==> config.mk <==
export PLATFORM = sky130hd
export DESIGN_NAME = encoder_address_picker_lfu
export DESIGN_NICKNAME = d
export VERILOG_FILES = /design/src/rtl/eap_pkg.sv /design/src/rtl/encoder_address_picker_lfu.sv
export SDC_FILE = /design/constraint.sdc
export NUM_CORES = 1
export LEC_CHECK = 0
export BUFFER_PORTS_ARGS = -buffer_cell sky130_fd_sc_hd__buf_2
export CAP_MARGIN = 30
export CORE_ASPECT_RATIO = 0.8
export CORE_MARGIN = 2
export CORE_UTILIZATION = 60
export DETAILED_ROUTE_END_ITERATION = 7
export GPL_TIMING_DRIVEN = 1
export PLACE_DENSITY = 0.78
export SLEW_MARGIN = 20
export SYNTH_ARGS = -nofsm -noshare
export SYNTH_HDL_FRONTEND = slang
export SYNTH_SLANG_ARGS = --single-unit
==> constraint.sdc <==
create_clock -name aclk -period 9.1 [get_ports aclk]
set_input_delay 1.365 -clock aclk [delete_from_list [all_inputs] [get_ports aclk]]
set_output_delay 1.365 -clock aclk [all_outputs]
set_load 0.005 [all_outputs]
==> src/rtl/eap_pkg.sv <==
// Package for the encoder address picker: request codes, field widths,
// fixed constants and the registered request type.
// No dependencies.
`default_nettype none

package eap_pkg;

    localparam int ADDR_W  = 7;   // address field and stored entries
    localparam int COUNT_W = 8;   // use counters
    localparam int POS_W   = 3;   // stored_position field
    localparam int SLOTF_W = 2;   // pick_index and recent_slot fields
    localparam int DELTA_W = 8;

    localparam int COUNT_MAX  = 255;
    localparam int RESET_ADDR = 50;
    localparam int MID_STEP   = 2;
    localparam int BIG_STEP   = 3;

    localparam logic [1:0] REQ_STEP   = 2'd0;
    localparam logic [1:0] REQ_PICK   = 2'd1;
    localparam logic [1:0] REQ_COMMIT = 2'd2;

    typedef struct packed {
        logic [1:0]                req_type;
        logic signed [DELTA_W-1:0] delta;
        logic [SLOTF_W-1:0]        pick_index;
    } eap_req_t;

endpackage

`default_nettype wire

==> src/rtl/encoder_address_picker_lfu.sv <==
// Encoder address picker with a least-used set of remembered addresses.
// Depends on eap_pkg.
//
//  port group | dir | bits carried
//  -----------+-----+-----------------------------------------------------------
//  s_*        | in  | tuser: req_type; tdata: delta, pick_index
//  m_*        | out | tdata: current_address, stored_position, changed, recent_slot
//
// One beat per cycle sustained while m_tready stays high.
// Input register, then one pass of cursor/slot logic into the result register.
// The state update is taken as the beat moves into the result register.
// Stall on m_ holds both stages; s_tready falls only when both are full.
// aresetn is synchronous; state returns to the first stored slot.
`default_nettype none

module encoder_address_picker_lfu #(
    parameter int SLOTS         = 4,
    parameter int MAX_REAL_ADDR = 99
) (
    input  wire logic        aclk,
    input  wire logic        aresetn,
    input  wire logic        s_tvalid,
    output logic             s_tready,
    input  wire logic [15:0] s_tdata,   // [7:0] delta, [9:8] pick_index, rest zero
    input  wire logic [1:0]  s_tuser,   // [1:0] req_type
    output logic             m_tvalid,
    input  wire logic        m_tready,
    output logic [15:0]      m_tdata    // [6:0] current_address, [9:7] stored_position,
                                        // [10] changed, [12:11] recent_slot, rest zero
);

    localparam int TOP    = MAX_REAL_ADDR + SLOTS;
    localparam int CUR_W  = $clog2(TOP + 1);
    localparam int SW     = CUR_W + 2;
    localparam int SLOT_W = $clog2(SLOTS);

    // ---- state ----
    logic [CUR_W-1:0]                    cursor_reg, cursor_next;
    logic [eap_pkg::ADDR_W-1:0]          picked_reg, picked_next;
    logic [eap_pkg::ADDR_W-1:0]          stored_reg [SLOTS];
    logic [eap_pkg::ADDR_W-1:0]          stored_next [SLOTS];
    logic [eap_pkg::COUNT_W-1:0]         count_reg [SLOTS];
    logic [eap_pkg::COUNT_W-1:0]         count_next [SLOTS];
    logic [SLOT_W-1:0]                   last_reg, last_next;

    // ---- stages ----
    logic              in_valid_reg;
    eap_pkg::eap_req_t in_reg;
    logic              out_valid_reg;
    logic [15:0]       out_data_reg, out_data_next;
    logic              out_load;

    assign out_load = in_valid_reg && (!out_valid_reg || m_tready);
    assign s_tready = !in_valid_reg || !out_valid_reg || m_tready;
    assign m_tvalid = out_valid_reg;
    assign m_tdata  = out_data_reg;

    always_ff @(posedge aclk) begin
        if (!aresetn) begin
            in_valid_reg  <= 1'b0;
            out_valid_reg <= 1'b0;
        end else begin
            if (s_tready)
                in_valid_reg <= s_tvalid;
            if (out_load)
                out_valid_reg <= 1'b1;
            else if (m_tready)
                out_valid_reg <= 1'b0;
        end
    end

    always_ff @(posedge aclk) begin
        if (s_tready && s_tvalid) begin
            in_reg.req_type   <= s_tuser;
            in_reg.delta      <= s_tdata[7:0];
            in_reg.pick_index <= s_tdata[9:8];
        end
        if (out_load)
            out_data_reg <= out_data_next;
    end

    // ---- one pass of request logic ----
    logic signed [SW-1:0]         c;
    logic                         up, gt1, gt3;
    logic [SLOT_W+1:0]            pick_wide;
    logic [SLOT_W-1:0]            pick_slot;
    logic [CUR_W-1:0]             pidx_cur, pidx_nxt;
    logic [eap_pkg::ADDR_W-1:0]   addr_cur, addr_nxt;
    logic                         found, changed;
    logic [SLOT_W-1:0]            match_idx, low_idx;
    logic [eap_pkg::COUNT_W-1:0]  low;
    logic [eap_pkg::POS_W-1:0]    pos;
    logic [CUR_W-1:0]             pos_wide;
    logic [SLOT_W+1:0]            last_wide;

    always_comb begin
        cursor_next = cursor_reg;
        picked_next = picked_reg;
        last_next   = last_reg;
        stored_next = stored_reg;
        count_next  = count_reg;
        changed     = 1'b0;
        found       = 1'b0;
        match_idx   = '0;
        low         = eap_pkg::COUNT_W'(eap_pkg::COUNT_MAX);
        low_idx     = '0;

        up  = in_reg.delta > 0;
        gt1 = up ? (in_reg.delta > 1) : (in_reg.delta < -1);
        gt3 = up ? (in_reg.delta > 3) : (in_reg.delta < -3);

        pick_wide = (SLOT_W + 2)'(in_reg.pick_index);
        pick_slot = pick_wide[SLOT_W-1:0];

        // address under the present cursor
        pidx_cur = cursor_reg - CUR_W'(MAX_REAL_ADDR + 1);
        addr_cur = (int'(cursor_reg) <= MAX_REAL_ADDR) ?
                   eap_pkg::ADDR_W'(cursor_reg) : stored_reg[pidx_cur[SLOT_W-1:0]];

        // lowest-numbered slot holding the address
        for (int i = SLOTS - 1; i >= 0; i--) begin
            if (stored_reg[i] == addr_cur) begin
                found     = 1'b1;
                match_idx = SLOT_W'(i);
            end
        end
        // least used, highest-numbered on a tie
        for (int i = 0; i < SLOTS; i++) begin
            if (count_reg[i] <= low) begin
                low     = count_reg[i];
                low_idx = SLOT_W'(i);
            end
        end

        c = SW'(signed'({2'b00, cursor_reg}));

        case (in_reg.req_type)
            eap_pkg::REQ_STEP: begin
                if (up) begin
                    c = c + SW'(1);
                    if (c < MAX_REAL_ADDR - 2) begin
                        if (gt1) c = c + SW'(eap_pkg::MID_STEP);
                        if (gt3) c = c + SW'(eap_pkg::BIG_STEP);
                    end
                    if (c < 1 || c > TOP)
                        c = SW'(1);
                end else begin
                    c = c - SW'(1);
                    if (c <= MAX_REAL_ADDR) begin
                        if (gt1) c = c - SW'(eap_pkg::MID_STEP);
                        if (gt3) c = c - SW'(eap_pkg::BIG_STEP);
                    end
                    if (c < 1 || c > TOP)
                        c = SW'(TOP);
                end
                cursor_next = c[CUR_W-1:0];
            end
            eap_pkg::REQ_PICK: begin
                if (int'(in_reg.pick_index) < SLOTS) begin
                    cursor_next = CUR_W'(MAX_REAL_ADDR + 1) + CUR_W'(in_reg.pick_index);
                    picked_next = stored_reg[pick_slot];
                end
            end
            eap_pkg::REQ_COMMIT: begin
                if (addr_cur != picked_reg) begin
                    changed = 1'b1;
                    if (found) begin
                        last_next = match_idx;
                        if (int'(count_reg[match_idx]) < eap_pkg::COUNT_MAX)
                            count_next[match_idx] = count_reg[match_idx] +
                                                    eap_pkg::COUNT_W'(1);
                    end else begin
                        last_next              = low_idx;
                        stored_next[low_idx]   = addr_cur;
                        count_next[low_idx]    = eap_pkg::COUNT_W'(1);
                    end
                end
            end
            default: begin
            end
        endcase

        // report from the updated state
        pidx_nxt = cursor_next - CUR_W'(MAX_REAL_ADDR + 1);
        if (int'(cursor_next) <= MAX_REAL_ADDR) begin
            addr_nxt = eap_pkg::ADDR_W'(cursor_next);
            pos_wide = '0;
        end else begin
            addr_nxt = stored_next[pidx_nxt[SLOT_W-1:0]];
            pos_wide = cursor_next - CUR_W'(MAX_REAL_ADDR);
        end
        pos       = pos_wide[eap_pkg::POS_W-1:0];
        last_wide = (SLOT_W + 2)'(last_next);

        out_data_next = {3'b000, last_wide[1:0], changed, pos, addr_nxt};
    end

    always_ff @(posedge aclk) begin
        if (!aresetn) begin
            cursor_reg <= CUR_W'(MAX_REAL_ADDR + 1);
            picked_reg <= eap_pkg::ADDR_W'(eap_pkg::RESET_ADDR);
            last_reg   <= '0;
            for (int i = 0; i < SLOTS; i++) begin
                stored_reg[i] <= eap_pkg::ADDR_W'(eap_pkg::RESET_ADDR + i);
                count_reg[i]  <= '0;
            end
        end else if (out_load) begin
            cursor_reg <= cursor_next;
            picked_reg <= picked_next;
            last_reg   <= last_next;
            stored_reg <= stored_next;
            count_reg  <= count_next;
        end
    end

`ifndef SYNTHESIS
    a_cursor_range: assert property (@(posedge aclk) disable iff (!aresetn)
        int'(cursor_reg) >= 1 && int'(cursor_reg) <= TOP)
        else $error("cursor outside real and pseudo range");

    a_pos_matches_cursor: assert property (@(posedge aclk) disable iff (!aresetn)
        m_tvalid |-> ((m_tdata[9:7] == 3'd0) == (int'(cursor_reg) <= MAX_REAL_ADDR)))
        else $error("stored_position disagrees with cursor");

    a_recent_matches: assert property (@(posedge aclk) disable iff (!aresetn)
        m_tvalid |-> (m_tdata[12:11] == 2'(last_reg)))
        else $error("recent_slot disagrees with last slot");

    a_stall_only_full: assert property (@(posedge aclk) disable iff (!aresetn)
        !s_tready |-> (in_valid_reg && m_tvalid && !m_tready))
        else $error("input stalled with room in the pipe");
`endif

endmodule

`default_nettype wire

### Word-level counts from Yosys, hierarchy flattened

Cells that the tools add are included.

| storage, ports and cells | value |
|---|---|
| register bits | 103 |
| output and inout port bits | 18 |
| word-level logic and storage cells | 155 |

| operators by class | value |
|---|---|
| add/sub/neg operators | 11 |
| order comparisons | 25 |
| eq/ne operators | 8 |
| muxes and demuxes | 69 |
| bitwise gates (word level) | 8 |
| reduce and logical (&&, ||, !) cells | 15 |

Operators by type and width:

| cell | count |
|---|---|
| 2-to-1 mux 9 bit | 16 |
| 2-to-1 mux 28 bit | 3 |
| 2-to-1 mux 7 bit | 12 |
| 2-to-1 mux 32 bit | 2 |
| 2-to-1 mux 8 bit | 7 |
| binary-select mux 7 bit (select 2 bit) | 3 |
| bitwise mux 32 bit | 1 |
| demux 8 bit (select 2 bit) | 2 |
| AND 28 bit | 1 |
| bitwise mux 28 bit | 1 |
| equality test 7 bit | 4 |
| NOT 28 bit | 1 |
| less-or-equal comparator 8 bit | 3 |
| > comparator 9 x 8 -> 1 bit, second input constant | 2 |
| < comparator 9 x 2 -> 1 bit, second input constant | 2 |
| 2-to-1 mux 2 bit | 9 |
| binary-select mux 8 bit (select 2 bit) | 1 |
| less-or-equal comparator 8 bit, second input constant | 2 |
| greater-or-equal comparator 3 bit, second input constant | 5 |
| NOT 2 -> 3 bit | 5 |
| demux 7 bit (select 2 bit) | 1 |
| less-or-equal comparator 7 bit, second input constant | 2 |
| case mux 7 bit (2 select lines) | 1 |
| 2-to-1 mux 1 bit | 10 |
| other kinds (30) | 40 |

### Depth between registers and ports, before layout

Gate-level depths: netlist (run 1).

| logic depth | value |
|---|---|
| depth after elaboration | 22 |
| gate-level depth with buffers | 36 |
| mapped depth without buffers | 32 |

### Least setup slack after synthesis (run 1)

OpenSTA, ideal clock, no wires.

| timing | value |
|---|---|
| kind | flip-flop to flip-flop |
| from | register count_reg[25] in the netlist's numbering |
| to | register out_data_reg[6], in the netlist m_tdata[6] (data pin) |
| setup time | 0.259 ns |
| data arrival time | 6.135 ns |
| data required time | 8.841 ns |
| path slack | 2.706 ns |
| stages on the path, launching flop included | 34 |
| cells stage by stage | dfxtp_1 -> inv_1 -> ha_1 -> nor2b_1 -> o21a_1 -> o21a_1 -> o21a_1 -> o21bai_1 -> a22oi_1 -> clkbuf_1 -> mux2i_1 -> ha_1 -> nor2b_1 -> o21a_1 -> o21ai_0 -> a21oi_1 -> o21ai_0 -> a22o_1 -> clkbuf_1 -> clkbuf_1 -> a21oi_1 -> ha_1 -> nor2b_1 -> o21a_1 -> o21a_1 -> o21ai_0 -> a21oi_1 -> o22ai_1 -> nor2b_1 -> nand3_1 -> mux2i_1 -> mux2i_1 -> mux2_2 -> o31a_1 |

| between the ends | value |
|---|---|
| cells in the longest elaborated chain, start to end | 21 |

RTL lines:

| element | line | text |
|---|---|---|
| start: declaration | encoder_address_picker_lfu.sv:42 | `logic [eap_pkg::COUNT_W-1:0] count_reg [SLOTS];` |
| start signal: assignment | encoder_address_picker_lfu.sv:212 | `count_reg <= count_next;` |
| less-or-equal comparator 8 bit | encoder_address_picker_lfu.sv:129 | `if (count_reg[i] <= low) begin` |
| 2-to-1 mux 8 bit (*) | encoder_address_picker_lfu.sv:129 |  |
| less-or-equal comparator 8 bit | encoder_address_picker_lfu.sv:129 |  |
| 2-to-1 mux 8 bit | encoder_address_picker_lfu.sv:129 |  |
| less-or-equal comparator 8 bit | encoder_address_picker_lfu.sv:129 |  |
| 2-to-1 mux 8 bit | encoder_address_picker_lfu.sv:129 |  |
| less-or-equal comparator 8 bit | encoder_address_picker_lfu.sv:129 |  |
| 2-to-1 mux 2 bit (*) | encoder_address_picker_lfu.sv:129 |  |
| [5 not listed] | -- |  |
| bitwise mux 28 bit (*) | encoder_address_picker_lfu.sv:174 | `stored_next[low_idx] = addr_cur;` |
| 2-to-1 mux 28 bit (*) | encoder_address_picker_lfu.sv:167 | `if (found) begin` |
| 2-to-1 mux 28 bit (*) | encoder_address_picker_lfu.sv:165 | `if (addr_cur != picked_reg) begin` |
| 2-to-1 mux 28 bit (*) | encoder_address_picker_lfu.sv:137 | `case (in_reg.req_type)` |
| binary-select mux 7 bit (select 2 bit) (*) | encoder_address_picker_lfu.sv:189 | `addr_nxt = stored_next[pidx_nxt[SLOT_W-1:0]];` |
| 2-to-1 mux 7 bit (not written as such) (*) (2 in a row) | encoder_address_picker_lfu.sv:189 |  |
| 2-to-1 mux 7 bit (*) | encoder_address_picker_lfu.sv:185 | `if (int'(cursor_next) <= MAX_REAL_ADDR) begin` |
| net addr_nxt, one bit | encoder_address_picker_lfu.sv:88 | `logic [eap_pkg::ADDR_W-1:0] addr_cur, addr_nxt;` |
| end signal: assignment | encoder_address_picker_lfu.sv:79 | `out_data_reg <= out_data_next;` |
| end: declaration | encoder_address_picker_lfu.sv:50 | `logic [15:0] out_data_reg, out_data_next;` |

Mark *: on every way through the listed nets, which the timed path passes. The rest lies on a longest branch. The select of a mux whose other input is x is not followed.
A chain may end at the register's enable or synchronous reset.

### Final worst setup path (run 1)

| timing | value |
|---|---|
| from | register count_reg[25] in the netlist's numbering |
| to | register out_data_reg[3], in the netlist m_tdata[3] (data pin) |

The elaborated chain is that of the path after synthesis.

==> results of run 1 <==
-- final timing paths --
kind            startpoint            end  slack [ns]  cells after the start
min reg2reg  count_reg[16]  count_reg[16]        0.45                      1
min          count_reg[16]  count_reg[16]        0.45                      1
max          count_reg[25]     m_tdata[3]        1.86                     32
max reg2reg  count_reg[25]     m_tdata[3]        1.86                     32
-- cells in the mapped netlist, types with 11 or more instances --
cell and number:
nor2_1 111, nand2_1 91, mux2i_1 81, dfxtp_1 78, a21oi_1 57, o21ai_0 43, inv_1 39, clkbuf_1 37
nor3_1 35, xnor2_1 34, nand3_1 33, ha_1 32, buf_2 26, edfxtp_1 25, a22oi_1 22, xor2_1 22
o211ai_1 19, nand4_1 16, a211oi_1 15, mux2_2 15, nand2b_1 15, buf_4 14, nor4_1 14, and2_1 13
a21o_1 12, mux4_2 12, and3_1 11
-- power breakdown --
group	switching, uW	total [uW]	internal [uW]	leakage (uW)
Combinational	305	476	171	0.00275
Clock	178	409	231	0.000156
Sequential	11.6	498	486	0.000870
Total	494	1380	888	0.00377
-- cells by family (layout without fill, tap and decap cells) --
kind of cell	after synthesis	in the layout	synth area share, %
AO/OA/AOI/OAI	312	312	24.67
XOR/XNOR	58	58	5.670
adder cells (fa/ha/maj)	32	32	4.249
buffers and inverters	129	106	6.413
flip-flops	103	103	24.54
multiplexers	108	108	13.27
other	1	3	0.03980
AND/OR/NAND/NOR	395	395	21.15
-- per-layer routing --
| metal | track usage, % | wire [um] | up-vias |
|---|---|---|---|
| li1 | - | - | 4206 |
| met1 | 53.05 | 12600 | 4268 |
| met2 | 46.70 | 11180 | 623 |
| met3 | 11.32 | 4147 | 75 |
| met4 | 9.673 | 622 | 0 |
| met5 | 0 | 0 | - |
-- final cells by class --
cell class | count | area share [%]
Multi-Input combinational cell | 908 | 66.24
Sequential cell | 103 | 23.51
Tap cell | 210 | 2.672
Clock buffer | 10 | 2.545
Timing Repair Buffer | 43 | 2.532
Inverter | 47 | 1.845
Clock inverter | 6 | 0.6489
-- through the flow --
stage               total power (uW)  cell area (sq um)  hold WS (ns)  setup WS (ns)  util (%)
floorplan                      870.9               9430        0.4249          2.706         -
CTS                             1370               9828        0.4551          2.078     64.81
finish                          1382               9833        0.4541          1.857     64.84
detailed placement             964.4               9514        0.4450          2.141     62.74
global route                    1439               9833        0.4782          1.467     64.84
global placement               957.5               9503        0.4396          2.154     62.67
==> results.json, run 1 <==
{
  "finalClockSkew_ns": 0.01024,
  "grt_overflow_total": 0,
  "post_cts_buffers": 0,
  "instances_no_fill": 1327,
  "numPlacedInstances": 1310,
  "p_per_area_nw_per_um2": 140.6,
  "layout-drive-gt1-share_pct": 12.00,
  "cts_resized": 0,
  "syn_to_final_growth_pct": 4.355,
  "hold_path_class": "reg2reg",
  "cts_max_path_buffers": 2,
  "async_reset_ff_share_pct": 0,
  "synthTopCellsByArea": "dfxtp_1 (17%), mux2i_1 (8.6%), edfxtp_1 (8.0%)",
  "worstPathRequired_ns": 9.18,
  "ctsHtreeMaxLevel": 3,
  "max_cap_violations": 0,
  "final_common_cell": "nor2_1",
  "largest_reg_flops": 32,
  "synthCells": 1138,
  "synth_top_flop_cell": "dfxtp_1",
  "grt_use_total_pct": 34.91,
  "drt_iter0_drc": 1062,
  "ir_drop_uv": 96.52,
  "gp_congestion": 1.002,
  "dp_hpwl_um": 20690,
  "yosys_register_bits": 103,
  "slowest_delay_ns": 0.69,
  "firstDrtPassIters": 7,
  "via_per_inst": 6.912,
  "final_cell_mix": "nor2_1 (111), nand2_1 (91), mux2i_1 (81)",
  "yosysUniqueCellTypes": 102,
  "hold_viol": 0,
  "grt_pass1_vias": 8085,
  "drc": 0,
  "core-area_sq_um": 15160,
  "yosysWarnings": 0,
  "min_period_over_period_pct": 79.60,
  "status": "complete, no violations",
  "n_fill_cell": 1291,
  "worst_skew_pair.late_latency_ns": 0.36,
  "tns_ns": 0,
  "cpMostUsedCell": "o21a_1",
  "ant_nets": 0,
  "multiInputGateArea_sq_um": 6514,
  "avgSynthCellArea_sq_um": 8.280,
  "synth_top_area_share_pct": 16.57,
  "critical_path_buf_inv_count": 2,
  "numCtsBuffers": 9,
  "die_area_sq_um": 16730,
  "num_vias": 9172,
  "cts-root-buf": "clkbuf_16",
  "slew_viol_final": 0,
  "start_kind": "flop",
  "syn-cell-area_sq_um": 9423,
  "cts_sinks": 103,
  "antenna_found_initial": 0,
  "worstMarginPinSlew_ns": 0.9559,
  "path_delay_family": "compound AO/OA/AOI/OAI gates",
  "num_io_pins": 40,
  "cts_tree": "yes",
  "wl_per_cell_um": 21.51,
  "path_max_fanout": 22,
  "cp.arrival_ns": 7.32,
  "grt_max_degree": 45,
  "seq_area_sq_um": 2312,
  "synth_largest_area_cell": "dfxtp_1",
  "grt_pass1_wl_um": 44950,
  "die_h_um": 116.1,
  "cts_hold_buf": 0,
  "diodes": 0,
  "fin_crit_ns": 7.243,
  "p_leak_uw": 0.003773,
  "end_kind": "flop",
  "port_buffers": 30,
  "clk_pin_slew_ns": 0.07,
  "fin_nets": 1166,
  "rows": 40,
  "critical-path-slowest-cell": "a22o_1",
  "critPathKind": "reg2reg",
  "ys_seq_area_share_pct": 24.54,
  "setup_viol": 0,
  "rsz0062_at_grt": "no",
  "die_x_um": 144.1,
  "start_util_pct": 62.14,
  "relSlewSlack_pct": 35.85,
  "synth_edf_count": 25,
  "max_freq_ghz": 0.1381,
  "routed_wl_um": 28550
}
(Power assumes the default switching activity.)
==> run 2, diff against run 1 <==
- CORE_UTILIZATION: 60 -> 58
- PLACE_DENSITY: 0.78 -> 0.79
- clock period: 9.1 -> 6 ns (I/O delays scaled with it)
==> run 2 against run 1 <==
Effect of this change: setup slack got worse by 1.6 ns; critical endpoint unchanged; clock-buffer cell count decreased by 1; core utilization increased by 0.58 points; sequential power increased by 53%; clock skew increased by 0.0035 ns; die area increased by 3.3%; combinational power increased by 61%; largest cell class unchanged; sequential share of layout area decreased by 1.2 points; flip-flop and latch count unchanged; fmax increased by 26%.
==> results.json, run 2 (synthesis gave the netlist of run 1 again) <==
{
  "cts_tree": "yes",
  "fin_area_sq_um": 10370,
  "post_dp_cell_area_sq_um": 9881,
  "n_fill_cell": 1319,
  "cts_max_path_buffers": 2,
  "cpMostUsedCell": "mux2i_1",
  "status": "complete, no violations",
  "final_cell_mix": "nor2_1 (111), nand2_1 (91), mux2i_1 (78)",
  "grt_pass1_wl_um": 46970,
  "path_max_fanout": 6,
  "slowest_delay_ns": 0.37,
  "worstPathRequired_ns": 6.08,
  "ir_drop_uv": 158.4,
  "grt_max_degree": 45,
  "antenna_found_initial": 1,
  "hold_ws_ns": 0.4579,
  "grt_use_total_pct": 34.29,
  "worstMarginPinSlew_ns": 0.9035,
  "worst_skew_pair.late_latency_ns": 0.37,
  "met1_usage_pct": 51.02,
  "syn_to_final_growth_pct": 10.05,
  "cp.arrival_ns": 5.84,
  "die_h_um": 118.0,
  "cts_sinks": 103,
  "wl_per_cell_um": 21.70,
  "instances_no_fill": 1382,
  "diodes": 0,
  "min_period_over_period_pct": 95.86,
  "die_area_sq_um": 17290,
  "max_cap_violations": 0,
  "fin_nets": 1216,
  "dp_hpwl_um": 22250,
  "start_util_pct": 59.44,
  "final_common_cell": "nor2_1",
  "ant_nets": 0,
  "cts_hold_buf": 0,
  "r2r_slack_ns": 0.25,
  "gr-usage-met3_pct": 12.52,
  "hold_viol": 0,
  "start_kind": "flop",
  "slew_viol_final": 0,
  "num_io_pins": 40,
  "ctsHtreeMaxLevel": 3,
  "drc": 0,
  "largest_reg_flops": 32,
  "finalClockSkew_ns": 0.01371,
  "numPlacedInstances": 1357,
  "core-area_sq_um": 15850,
  "max_freq_ghz": 0.1739,
  "hold_start": "last_reg[1]",
  "top_usage_layer": "met1",
  "fin_crit_ns": 5.752,
  "end_kind": "flop",
  "clk_pin_slew_ns": 0.07,
  "layout-drive-gt1-share_pct": 18.08,
  "p_per_area_nw_per_um2": 202.2,
  "relSlewSlack_pct": 39.54,
  "cp-startpoint": "count_reg[31]",
  "grt_overflow_total": 0,
  "gp_congestion": 1.020,
  "rsz0062_at_grt": "no",
  "grt_pass1_vias": 8554,
  "rows": 41,
  "num_vias": 9466,
  "critical-path-slowest-cell": "dfxtp_1",
  "routed_wl_um": 29990,
  "drt_iter0_drc": 1165,
  "hold_path_class": "reg2reg",
  "critPathKind": "reg2reg",
  "firstDrtPassIters": 7,
  "die_x_um": 146.5,
  "setup_viol": 0,
  "numCtsBuffers": 9,
  "p_leak_uw": 0.004039,
  "port_buffers": 30,
  "via_per_inst": 6.849,
  "gr-usage-met2_pct": 45.90,
  "cts-root-buf": "clkbuf_16",
  "r2r_start": "count_reg[31]"
}
==> run 2: cell count changes in the layout (fill, tap and decap cells not counted), sizes merged <==
| cell | before | now |
|---|---|---|
| buf | 42 | 93 |
| clkbuf | 11 | 9 |
| clkinvlp | 0 | 2 |
| bufinv | 1 | 0 |
| clkinv | 5 | 6 |
| inv | 47 | 46 |
==> run 2: final timing paths <==
| path | end | cells after the start |
|---|---|---|
| setup / recovery | m_tdata[3] | 29 |
| hold / removal | last_reg[1] | 2 |
| setup reg to reg | m_tdata[3] | 29 |
| hold reg to reg | last_reg[1] | 2 |
==> run 2: report_power, final <==
part	internal [uW]	total (uW)	switching [uW]
Sequential	737	762	24.6
Combinational	285	768	483
Clock	286	567	281
Total	1310	2100	789
==> run 2: metal layers <==
| metal | share of wire [%] | vias up | routed length, um |
|---|---|---|---|
| met2 | 40 | 655 | 11860 |
| met5 | 0.043 | - | 13 |
| li1 | - | 4300 | - |
| met4 | 2.3 | 2 | 686 |
| met3 | 14 | 94 | 4327 |
| met1 | 44 | 4415 | 13100 |
==> run 2: worst max-delay path, delay by kind of cell (launching register included) <==
family / cells / cell delay [ns]
AO/OA/AOI/OAI: 13 / 2.18
multiplexers: 5 / 0.95
AND/OR/NAND/NOR: 6 / 0.89
adder cells (fa/ha/maj): 3 / 0.84
flip-flops: 1 / 0.37
buffers and inverters: 2 / 0.23
==> run 2: repair_timing <==
| action | CTS | global route |
|---|---|---|
| endpoints found under the setup margin | 5 | 52 |
| pin swaps | 1 | 11 |
| setup buffers | 3 | 6 |
| gates resized for setup | 3 | 37 |
==> run 2: cell type report <==
class	instances	area [sq um]	area share [%]
Clock buffer	9	225.2	2.172
Clock inverter	7	56.30	0.5430
Inverter	47	181.4	1.750
Multi-Input combinational cell	908	6649	64.12
Sequential cell	103	2313	22.31
Tap cell	215	269.0	2.594
Timing Repair Buffer	93	675.6	6.515
==> run 2: per-stage QoR <==
step | utilization, % | setup WS [ns] | total power, uW | setup TNS, ns
6_report | 65.42 | 0.2483 | 2096 | 0
3_3_place_gp | 62.33 | 0.09303 | 1483 | 0
3_5_place_dp | 62.33 | -0.002292 | 1494 | -0.002292
5_1_grt | 65.42 | 0.003044 | 2187 | 0
2_1_floorplan | - | 0.01966 | 1322 | 0
4_1_cts | 64.29 | 0.003878 | 2059 | 0
